`config.mk`:
```
export PLATFORM = sky130hd
export DESIGN_NAME = boundary_face_flux_max_flat
export DESIGN_NICKNAME = d
export VERILOG_FILES = /design/src/bffm_pkg.sv /design/src/bffm_in_if.sv /design/src/bffm_out_if.sv /design/src/boundary_face_flux_max.sv /design/src/flat_wrapper.sv
export VERILOG_INCLUDE_DIRS = /design/src /design/src/src
export SDC_FILE = /design/constraint.sdc
export NUM_CORES = 2
export LEC_CHECK = 0
export BUFFER_PORTS_ARGS = -buffer_cell sky130_fd_sc_hd__buf_2
export CAP_MARGIN = 20
export CORE_ASPECT_RATIO = 2
export CORE_MARGIN = 2
export CORE_UTILIZATION = 50
export DETAILED_ROUTE_END_ITERATION = 7
export PLACE_DENSITY = 0.78
export SLEW_MARGIN = 20
export SYNTH_ARGS = -nofsm -noshare
export SYNTH_HDL_FRONTEND = slang
export SYNTH_SLANG_ARGS = --single-unit
```
`constraint.sdc`:
```
create_clock -name clk -period 19.89 [get_ports clk]
set_input_delay 1.989 -clock clk [delete_from_list [all_inputs] [get_ports clk]]
set_output_delay 1.989 -clock clk [all_outputs]
set_load 0.01 [all_outputs]
```
`src/boundary_face_flux_max_assert.svh`:
```
// ----------------------------------------------------------------------------
// Boundary face flux assertion macros
// Shared property forms for the flux block. Each use expands to one labeled
// concurrent assertion clocked on the rising edge and disabled in reset.
// ----------------------------------------------------------------------------
`ifndef BOUNDARY_FACE_FLUX_MAX_ASSERT_SVH
`define BOUNDARY_FACE_FLUX_MAX_ASSERT_SVH

// The consequent must hold in the same cycle as the antecedent.
`define BFFM_ASSERT_SAME(label, clk, rst_n, ante, cons, msg) \
  label: assert property (@(posedge clk) disable iff (!rst_n) (ante) |-> (cons)) \
    else $error(msg);

// The consequent must hold in the cycle after the antecedent.
`define BFFM_ASSERT_NEXT(label, clk, rst_n, ante, cons, msg) \
  label: assert property (@(posedge clk) disable iff (!rst_n) (ante) |=> (cons)) \
    else $error(msg);

`endif

```
`src/bffm_pkg.sv`:
```
// ----------------------------------------------------------------------------
// Boundary face flux package
// Item types and fixed-point limits shared by the channels and the datapath.
// ----------------------------------------------------------------------------
`default_nettype none

package bffm_pkg;

  localparam int unsigned CoordW = 32;
  localparam int unsigned DepthW = 24;
  localparam int unsigned VelW   = 16;
  localparam int unsigned FluxW  = 48;
  localparam int unsigned MaxW   = 47;
  localparam int unsigned QW     = 54;

  localparam logic [QW-1:0] FluxPosMax = QW'(48'h7FFF_FFFF_FFFF);
  localparam logic [QW-1:0] FluxNegMag = QW'(48'h8000_0000_0000);

  typedef struct packed {
    logic signed [CoordW-1:0] corner_a_x;
    logic signed [CoordW-1:0] corner_a_y;
    logic signed [CoordW-1:0] corner_b_x;
    logic signed [CoordW-1:0] corner_b_y;
    logic signed [DepthW-1:0] depth_upper;
    logic signed [DepthW-1:0] depth_lower;
    logic signed [VelW-1:0]   normal_velocity;
    logic                     points_outward;
    logic                     pass_start;
  } bffm_in_t;

  typedef struct packed {
    logic signed [FluxW-1:0] face_flux;
    logic        [MaxW-1:0]  max_inward_flux;
  } bffm_out_t;

endpackage

`default_nettype wire

```
`src/bffm_in_if.sv`:
```
// ----------------------------------------------------------------------------
// Boundary face input channel
// Valid/ready channel that carries one boundary face item.
// ----------------------------------------------------------------------------
`default_nettype none

interface bffm_in_if;
  logic              valid;
  logic              ready;
  bffm_pkg::bffm_in_t data;

  modport source (output valid, output data, input ready);
  modport sink (input valid, input data, output ready);
endinterface

`default_nettype wire

```
`src/bffm_out_if.sv`:
```
// ----------------------------------------------------------------------------
// Boundary face result channel
// Valid/ready channel that carries one flux result item.
// ----------------------------------------------------------------------------
`default_nettype none

interface bffm_out_if;
  logic               valid;
  logic               ready;
  bffm_pkg::bffm_out_t data;

  modport source (output valid, output data, input ready);
  modport sink (input valid, input data, output ready);
endinterface

`default_nettype wire

```
`src/boundary_face_flux_max.sv`:
```
// ----------------------------------------------------------------------------
// Boundary face flux with running maximum
// Computes face length by a bit-serial square root, scales it by layer
// thickness, velocity and sign, saturates, and tracks the largest inward flux.
// ----------------------------------------------------------------------------
//
//  Channel    Direction  Handshake        Contents
//  in_chan    sink       valid / ready    corners, depths, velocity, flags
//  out_chan   source     valid / ready    face flux, running maximum
//
//  An item passes from acceptance to its result register through the magnitude
//  state, two multiplier passes for the squares, 33 square root steps, three
//  multiplier passes for the scaling, a saturation state and the max update.
//  The 32x32 multiplier and the square root step are each used once per cycle.
//  A new item is taken only in the idle state; a finished result waits in the
//  done state while the previous one is still held on out_chan.
//  Reset is synchronous and clears the sequencer, the result valid and the max.
// ----------------------------------------------------------------------------
`default_nettype none

`include "boundary_face_flux_max_assert.svh"

module boundary_face_flux_max (
  input  wire           clk,
  input  wire           rst_n,
  bffm_in_if.sink       in_chan,
  bffm_out_if.source    out_chan
);

  localparam logic [3:0] ST_IDLE = 4'd0;
  localparam logic [3:0] ST_ABS  = 4'd1;
  localparam logic [3:0] ST_SQX  = 4'd2;
  localparam logic [3:0] ST_SQY  = 4'd3;
  localparam logic [3:0] ST_SQRT = 4'd4;
  localparam logic [3:0] ST_AREA = 4'd5;
  localparam logic [3:0] ST_PLO  = 4'd6;
  localparam logic [3:0] ST_PHI  = 4'd7;
  localparam logic [3:0] ST_SAT  = 4'd8;
  localparam logic [3:0] ST_DONE = 4'd9;

  logic [3:0]  state_r, state_nxt;
  logic [5:0]  cnt_r;
  logic [32:0] dx_r, dy_r;
  logic [24:0] thick_r;
  logic [15:0] vel_r;
  logic        neg_r, start_r;
  logic [31:0] mx_r, my_r;
  logic [24:0] tm_r;
  logic [15:0] vm_r;
  logic [65:0] acc_r;
  logic [34:0] rem_r;
  logic [32:0] root_r;
  logic [57:0] area_r;
  logic [27:0] plo_r;
  logic [bffm_pkg::QW-1:0]    q_r;
  logic [bffm_pkg::FluxW-1:0] flux_r;
  logic        pos_r;
  logic [bffm_pkg::MaxW-1:0]  max_r, max_nxt, max_base;
  logic        out_valid_r;
  bffm_pkg::bffm_out_t out_data_r;

  logic        accept, load_out;
  logic [31:0] mul_a, mul_b;
  logic [63:0] prod;
  logic [32:0] dx_abs, dy_abs;
  logic [24:0] thick_abs;
  logic [15:0] vel_abs;
  logic [36:0] rem_t, trial, rem_diff;
  logic        rem_ge;
  logic [bffm_pkg::QW-1:0]    q_sat;
  logic [bffm_pkg::FluxW-1:0] flux_calc;

  assign in_chan.ready  = (state_r == ST_IDLE);
  assign accept         = in_chan.valid && in_chan.ready;
  assign load_out       = (state_r == ST_DONE) && (!out_valid_r || out_chan.ready);
  assign out_chan.valid = out_valid_r;
  assign out_chan.data  = out_data_r;

  assign dx_abs    = dx_r[32] ? (~dx_r + 33'd1) : dx_r;
  assign dy_abs    = dy_r[32] ? (~dy_r + 33'd1) : dy_r;
  assign thick_abs = thick_r[24] ? (~thick_r + 25'd1) : thick_r;
  assign vel_abs   = vel_r[15] ? (~vel_r + 16'd1) : vel_r;

  always_comb begin
    unique case (state_r)
      ST_SQX: begin
        mul_a = mx_r;
        mul_b = mx_r;
      end
      ST_SQY: begin
        mul_a = my_r;
        mul_b = my_r;
      end
      ST_AREA: begin
        mul_a = root_r[31:0];
        mul_b = {7'd0, tm_r};
      end
      ST_PLO: begin
        mul_a = area_r[31:0];
        mul_b = {16'd0, vm_r};
      end
      ST_PHI: begin
        mul_a = {6'd0, area_r[57:32]};
        mul_b = {16'd0, vm_r};
      end
      default: begin
        mul_a = 32'd0;
        mul_b = 32'd0;
      end
    endcase
  end

  assign prod = mul_a * mul_b;

  assign rem_t    = {rem_r, acc_r[65:64]};
  assign trial    = {2'b00, root_r, 2'b01};
  assign rem_ge   = (rem_t >= trial);
  assign rem_diff = rem_t - trial;

  always_comb begin
    if (neg_r) begin
      q_sat     = (q_r > bffm_pkg::FluxNegMag) ? bffm_pkg::FluxNegMag : q_r;
      flux_calc = ~q_sat[bffm_pkg::FluxW-1:0] + 48'd1;
    end else begin
      q_sat     = (q_r > bffm_pkg::FluxPosMax) ? bffm_pkg::FluxPosMax : q_r;
      flux_calc = q_sat[bffm_pkg::FluxW-1:0];
    end
  end

  assign max_base = start_r ? '0 : max_r;
  assign max_nxt  = (pos_r && (flux_r[bffm_pkg::MaxW-1:0] > max_base)) ?
                    flux_r[bffm_pkg::MaxW-1:0] : max_base;

  always_comb begin
    state_nxt = state_r;
    unique case (state_r)
      ST_IDLE: if (accept) state_nxt = ST_ABS;
      ST_ABS:  state_nxt = ST_SQX;
      ST_SQX:  state_nxt = ST_SQY;
      ST_SQY:  state_nxt = ST_SQRT;
      ST_SQRT: if (cnt_r == 6'd0) state_nxt = ST_AREA;
      ST_AREA: state_nxt = ST_PLO;
      ST_PLO:  state_nxt = ST_PHI;
      ST_PHI:  state_nxt = ST_SAT;
      ST_SAT:  state_nxt = ST_DONE;
      ST_DONE: if (load_out) state_nxt = ST_IDLE;
      default: state_nxt = ST_IDLE;
    endcase
  end

  always_ff @(posedge clk) begin
    if (!rst_n) begin
      state_r     <= ST_IDLE;
      out_valid_r <= 1'b0;
      max_r       <= '0;
    end else begin
      state_r <= state_nxt;
      if (load_out) begin
        out_valid_r <= 1'b1;
        max_r       <= max_nxt;
      end else if (out_chan.ready) begin
        out_valid_r <= 1'b0;
      end
    end
  end

  always_ff @(posedge clk) begin
    if (accept) begin
      dx_r    <= {in_chan.data.corner_b_x[31], in_chan.data.corner_b_x}
               - {in_chan.data.corner_a_x[31], in_chan.data.corner_a_x};
      dy_r    <= {in_chan.data.corner_b_y[31], in_chan.data.corner_b_y}
               - {in_chan.data.corner_a_y[31], in_chan.data.corner_a_y};
      thick_r <= {in_chan.data.depth_upper[23], in_chan.data.depth_upper}
               - {in_chan.data.depth_lower[23], in_chan.data.depth_lower};
      vel_r   <= in_chan.data.normal_velocity;
      neg_r   <= in_chan.data.points_outward ^ in_chan.data.normal_velocity[15]
               ^ (in_chan.data.depth_upper < in_chan.data.depth_lower);
      start_r <= in_chan.data.pass_start;
    end
    unique case (state_r)
      ST_ABS: begin
        mx_r <= dx_abs[31:0];
        my_r <= dy_abs[31:0];
        tm_r <= thick_abs;
        vm_r <= vel_abs;
      end
      ST_SQX: acc_r <= {2'b00, prod};
      ST_SQY: begin
        acc_r  <= acc_r + {2'b00, prod};
        rem_r  <= '0;
        root_r <= '0;
        cnt_r  <= 6'd32;
      end
      ST_SQRT: begin
        rem_r  <= rem_ge ? rem_diff[34:0] : rem_t[34:0];
        root_r <= {root_r[31:0], rem_ge};
        acc_r  <= {acc_r[63:0], 2'b00};
        cnt_r  <= cnt_r - 6'd1;
      end
      ST_AREA: area_r <= prod[57:0] + (root_r[32] ? {1'b0, tm_r, 32'd0} : 58'd0);
      ST_PLO:  plo_r <= prod[47:20];
      ST_PHI:  q_r <= {prod[41:0], 12'd0} + {26'd0, plo_r};
      ST_SAT: begin
        flux_r <= (q_r == '0) ? '0 : flux_calc;
        pos_r  <= (q_r != '0) && !neg_r;
      end
      ST_DONE: begin
        if (load_out) begin
          out_data_r.face_flux       <= flux_r;
          out_data_r.max_inward_flux <= max_nxt;
        end
      end
      default: begin
      end
    endcase
  end

  `BFFM_ASSERT_NEXT(a_accept_starts, clk, rst_n, accept, state_r == ST_ABS, "Accepted item did not start work.")
  `BFFM_ASSERT_NEXT(a_sqrt_ends, clk, rst_n, (state_r == ST_SQRT) && (cnt_r == 6'd0), state_r == ST_AREA, "Square root did not end after its last step.")
  `BFFM_ASSERT_SAME(a_rem_bound, clk, rst_n, state_r == ST_SQRT, rem_r[34] == 1'b0, "Square root remainder overflowed.")
  `BFFM_ASSERT_NEXT(a_max_monotone, clk, rst_n, load_out && !start_r, max_r >= $past(max_r), "Running maximum decreased within a pass.")
  `BFFM_ASSERT_NEXT(a_max_covers_flux, clk, rst_n, load_out && pos_r, out_data_r.max_inward_flux >= out_data_r.face_flux[46:0], "Running maximum is below a positive flux.")

endmodule

`default_nettype wire
```
`src/flat_wrapper.sv`:
```
// flat-port wrapper written by rule: the top's interface ports become plain ports
module boundary_face_flux_max_flat 
  (clk, rst_n, in_chan_valid, in_chan_data, in_chan_ready, out_chan_valid, out_chan_data, out_chan_ready);
  bffm_in_if in_chan_i ();
  bffm_out_if out_chan_i ();
  input  wire clk;
  input  wire rst_n;
  input wire logic [$bits(in_chan_i.valid)-1:0] in_chan_valid;
  input wire logic [$bits(in_chan_i.data)-1:0] in_chan_data;
  output wire logic [$bits(in_chan_i.ready)-1:0] in_chan_ready;
  output wire logic [$bits(out_chan_i.valid)-1:0] out_chan_valid;
  output wire logic [$bits(out_chan_i.data)-1:0] out_chan_data;
  input wire logic [$bits(out_chan_i.ready)-1:0] out_chan_ready;
  assign in_chan_i.valid = in_chan_valid;
  assign in_chan_i.data = in_chan_data;
  assign in_chan_ready = in_chan_i.ready;
  assign out_chan_valid = out_chan_i.valid;
  assign out_chan_data = out_chan_i.data;
  assign out_chan_i.ready = out_chan_ready;
  boundary_face_flux_max u_core (.clk(clk), .rst_n(rst_n), .in_chan(in_chan_i), .out_chan(out_chan_i));
endmodule
```
# Word-level counts from Yosys, hierarchy flattened

Cells that the tools add are included.

Output and inout bits: 97
Word-level logic and storage cells: 104
Flip-flop bits (word level): 690

Order comparisons: 5
Add/sub/neg operators: 13
Reductions and logical operators: 17
Muxes and demuxes: 23
Equality and inequality tests: 12
Bitwise gates (word level): 7
Multipliers: 1

Operator list:

| cell                  | number |
|---|---|
| $pmux 66 s3           | 1 |
| $pmux 32 s5           | 1 |
| $mux 48               | 3 |
| $pmux 32 s4           | 1 |
| $mux 47               | 2 |
| $pmux 35 s2           | 1 |
| $add 66x64->66        | 1 |
| $pmux 33 s2           | 1 |
| $sub 32x32->33        | 2 |
| $add 32x1->32 const B | 2 |
| $mul 32x32->64        | 1 |
| $mux 32               | 2 |
| $not 32->32           | 2 |
| $add 58x58->58        | 1 |
| $mux 57               | 1 |
| $add 54x28->54        | 1 |
| $gt 54x47->1 const B  | 1 |
| $gt 54x48->1 const B  | 1 |
| $logic_not 54->1      | 1 |
| $reduce_bool 54->1    | 1 |
| $add 48x1->48 const B | 1 |
| $not 48->48           | 1 |
| $gt 47x47->1          | 1 |
| $pmux 4 s10           | 1 |
| 32 further kinds      | 47 |

# Depth between registers and ports, before layout

Word-level depth: 6
Gate-level depth with buffers: 51
Mapped depth without buffers: 46

# Least setup slack after synthesis

Ideal clock, no wire load.

Path kind: register -> register
From: register u_core.state_r[2]
To: register u_core.acc_r[54] (data pin)
Period minus slack after synthesis: 12984 ps
Required time: 19629 ps
Arrival: 12723 ps
Slack: 6906 ps
Stages on the path, launching flop included: 42
Path buffers: 3
Path through: dfxtp_1 > clkbuf_1 > nand2_1 > nor2_1 > clkbuf_1 > buf_1 > a221oi_1 > nor2_1 > fa_1 > inv_1 > fa_1 > fa_1 > fa_1 > inv_1 > fa_1 > fa_1 > fa_1 > inv_1 > (+6 left out) > a2111oi_0 > a21oi_1 > a221oi_1 > o21ai_0 > xor2_1 > ha_1 > a21oi_1 > nor2b_1 > o21ai_0 > nand2b_1 > a21o_1 > a21o_1 > a221oi_1 > and2_1 > o21ai_1 > a21boi_0 > xnor2_1 > a221o_1

Word-level cells in the longest chain between the ends: 6
Elaborated cells between the ends (all ways): 12
Those cells by class: add/sub: 1; mul: 1; eq/ne: 6; mux: 3; reduce/logical: 1

Ends and longest elaborated chain:

| element                   | RTL line                      | source |
|---|---|---|
| start, declared           | boundary_face_flux_max.sv:41  | `logic [3:0] state_r, state_nxt;` |
| start signal, assigned    | boundary_face_flux_max.sv:157 | `state_r <= state_nxt;` |
| $eq 4x3->1                | boundary_face_flux_max.sv:85  | `unique case (state_r)` |
| $reduce_or 2->1 (no line) | -                             |  |
| $pmux 32 s4               | boundary_face_flux_max.sv:85  |  |
| $mul 32x32->64 *          | boundary_face_flux_max.sv:113 | `assign prod = mul_a * mul_b;` |
| net u_core.prod[39]       | boundary_face_flux_max.sv:64  | `logic [63:0] prod;` |
| $add 66x64->66 *          | boundary_face_flux_max.sv:189 | `acc_r <= acc_r + {2'b00, prod};` |
| $pmux 66 s3 *             | boundary_face_flux_max.sv:180 | `unique case (state_r)` |
| end signal, assigned      | boundary_face_flux_max.sv:187 | `ST_SQX: acc_r <= {2'b00, prod};` |
| end signal, assigned      | boundary_face_flux_max.sv:189 |  |
| end signal, assigned      | boundary_face_flux_max.sv:197 | `acc_r <= {acc_r[63:0], 2'b00};` |
| end, declared             | boundary_face_flux_max.sv:50  | `logic [65:0] acc_r;` |

Mark *: on every way through the listed nets, which the timed path passes. The rest lies on a longest branch.
A chain may end at the register's enable or synchronous reset.

# Worst setup path after layout

From: register u_core.state_r[0]
To: register u_core.acc_r[64] (data pin)

Word-level cells in the longest chain between the ends: 6
Elaborated cells between the ends (all ways): 12
Those cells by class: add/sub: 1; mul: 1; eq/ne: 6; mux: 3; reduce/logical: 1

Ends and longest elaborated chain:

| element                   | RTL line |
|---|---|
| $eq 4x3->1                | boundary_face_flux_max.sv:85 |
| $reduce_or 2->1 (no line) | - |
| $pmux 32 s4               | boundary_face_flux_max.sv:85 |
| $mul 32x32->64            | boundary_face_flux_max.sv:113 |
| $add 66x64->66            | boundary_face_flux_max.sv:189 |
| $pmux 66 s3 *             | boundary_face_flux_max.sv:180 |

Every way passes the cells marked *; elsewhere a longest branch is shown, timed or not.

==> out/qor.yml <==
logic_synthesis:
  synth_area_mm2: 0.07395
  ys_seq_area_frac: 0.2732
  synth_edf_count: 638
  ys_types: 83
  syn_inst: 7779
  ys_ff_latch: 690
  synth_common_cells: "1213 x inv_1, 902 x fa_1, 881 x nand2_1"
  ys.flop_type: "edfxtp_1"
  synth_fp_nets: 9425
  async_flop_share: 0
  synth_top_area_share: 0.2591
  post-synth-top-area-cell: "edfxtp_1"
  postSynthAreaPerCell_um2: 9.506
  yosysMostFrequentCell: "inv_1"
  ys_warn_count: 0
  synth.area.top_cells: "edfxtp_1 26%, fa_1 24%, ha_1 9.2%"
clock_tree:
  cts_resized: 0
  post_cts.repair.setup_buffers: 0
  cts-root-buf: "clkbuf_16"
  cts_max_level: 3
  cts_hold_buf: 0
  numCtsBuffers: 66
  clkSinkCount: 690
  path_clk_slew_ps: 70
  cts_tree: "built"
  cts_buffer_depth: 3
  clkLatencyLatePin_ps: 710
sta:
  slew-limit-headroom: 0.1779
  drv_slew: 0
  tightest_slew_ps: 1233
  fmax_mhz: 65.59
  tns_ps: 0
  hold_viol: 0
  rsz0062_at_grt: "no"
  post-route-period-util: 0.7666
  period_needed_ps: 15250
  setup_viol: 0
  fin_skew_ps: 53.96
setup_path:
  cp-end-kind: "register"
  r2r-start: "u_core.state_r[0]"
  cpMostUsedCell: "fa_1"
  path_max_fanout: 36
  cp_slowest_cell: "dfxtp_2"
  crit_start: "u_core.state_r[0]"
  cp.required_ps: 20320
  slowest_delay_ps: 990
  cp-start-kind: "register"
  path_class: "reg2reg"
  worstPathArrival_ps: 15670
cells_and_area:
  ff_latch_area_mm2: 0.02020
  fillers: 12990
  final_layout_size_suffix_gt1_frac: 0.08598
  multi_input_area_mm2: 0.04830
  syn_to_final_growth_pct: 9.179
  post-route-util: 0.5496
  nets: 9630
routing:
  drtIter0Drc: 4924
  post_drt_wl_per_cell_um: 28.07
  wirelength_um: 279600
  drt-pass1-iter-count: 8
  vias: 60540
  via_per_inst: 6.077
  drc: 37
  drtAntennaViolNets: 0
floorplanning:
  die_area_mm2: 0.1512
  die_h_um: 547.9
  start_util: 0.5034
  pin_count: 295
  placementRows: 199
  coreArea_mm2: 0.1469
  fp.dieW_um: 275.9
pwr:
  peakVddDrop_v: 0.00005883
  power_density_mw_per_mm2: 72.93
  leakage_uw: 0.03575
outcome:
  violations: "DRC"
  status: "complete, but fails checks"
run:
  drv_cap: 0
global_routing:
  grtUsageMet3: 0.08587
  grtUsageMet1: 0.3563
  met2_usage: 0.6445
  antenna_found_initial: 20
  grt_busiest_layer: "met2"
  grt_max_degree: 77
  overflow: 0
  first_global_vias: 63660
  track_usage: 0.3752
  grt_pass1_wl_um: 406000
place:
  io_buffers: 294
  hpwl_um: 214600
  gp_congestion: 1.046
hold_path:
  hp-class: "reg2reg"
  hp-start: "u_core.plo_r[3]"
## worst paths after layout
path	slack, ps	depth (start not counted)	to
setup / recovery	4640	43	u_core.acc_r[64]
hold / removal	410	0	u_core.q_r[3]
setup reg to reg	4640	43	u_core.acc_r[64]
hold reg to reg	410	0	u_core.q_r[3]
## cells by family after synthesis
logic type,synth area share
AO/OA/AOI/OAI,0.1214
AND/OR/NAND/NOR,0.1359
multiplexers,0.007868
buffers and inverters,0.07910
XOR/XNOR,0.04607
adder cells (fa/ha/maj),0.3366
flip-flops,0.2732
## flip-flops by register name (all words and copies together), names as in the netlist, 4 cells and up
signal and flops:
u_core.mx_r 32, u_core.acc_r 66, u_core.dy_r 33, u_core.tm_r 25, u_core.q_r 54, u_core.out_chan.data 95
u_core.my_r 32, u_core.root_r 33, u_core.dx_r 33, u_core.vm_r 16, u_core.vel_r 16, u_core.plo_r 28
u_core.flux_r 48, u_core.area_r 58, u_core.max_r 47, u_core.cnt_r 6, u_core.rem_r 35, u_core.state_r 4
u_core.thick_r 25
## final cells by class
class / count / share of cell area
Sequential cell: 690 / 0.2502
Inverter: 1217 / 0.05660
Tap cell: 1909 / 0.02958
Clock buffer: 77 / 0.02123
Clock inverter: 44 / 0.008849
Antenna cell: 16 / 0.0004959
Timing Repair Buffer: 472 / 0.03478
Multi-Input combinational cell: 5537 / 0.5983
## routing by layer
| layer | up-vias | part of all wire |
|---|---|---|
| li1 | 26130 | - |
| met1 | 29830 | 0.30 |
| met2 | 3182 | 0.50 |
| met3 | 1373 | 0.079 |
| met4 | 18 | 0.13 |
| met5 | - | 0.00068 |
## metrics by stage
stage	instance area [µm²]	setup slack, ps	instances	hold slack, ps	total power (µW)
detailed placement	78260	5007	9825	404.5	4379
global placement	78260	5295	9825	401.4	4341
CTS	80690	4951	9946	407.5	5812
global route	80700	4261	9948	414.2	6102
finish	80740	4643	9962	411.9	5888
floorplan	73950	6906	7779	400.3	3407
## cells in the final DEF, fill, tap and decap left out, types with 44 or more instances in the layout
master,Yosys,final
a21o_1,151,151
nor2b_1,89,89
ha_1,546,546
fa_1,902,902
nand2_1,881,880
a22oi_1,94,94
nand3_1,98,97
nand2b_1,95,95
nor2_1,814,809
and2_1,57,55
o31ai_1,44,44
nor3_1,79,73
dfxtp_1,52,51
xnor2_1,298,295
buf_2,10,294
clkbuf_16,0,67
a21oi_1,288,287
o21ai_0,311,310
xor2_1,91,90
o21a_1,51,51
inv_1,1213,1212
buf_4,1,178
a221o_1,57,53
edfxtp_1,638,638
nand4_1,56,56
## power breakdown
group	internal (µW)	switching [µW]	leakage, µW
combinational	792	1660	0.0283
sequential	1830	168	0.00635
clock	797	636	0.00115
total	3420	2470	0.0358
## worst max-delay path: cells and delay by family (launching register included)
| family | cells | cell delay (ps) |
|---|---|---|
| buffers and inverters | 8 | 1390 |
| and+or+nand+nor | 9 | 2170 |
| DFF | 1 | 990 |
| AOI/OAI and AO/OA | 14 | 5270 |
| adders and majority gates | 10 | 4820 |
| xor gates and xnor gates | 2 | 290 |
No activity file was read; power rests on OpenSTA's default activity.
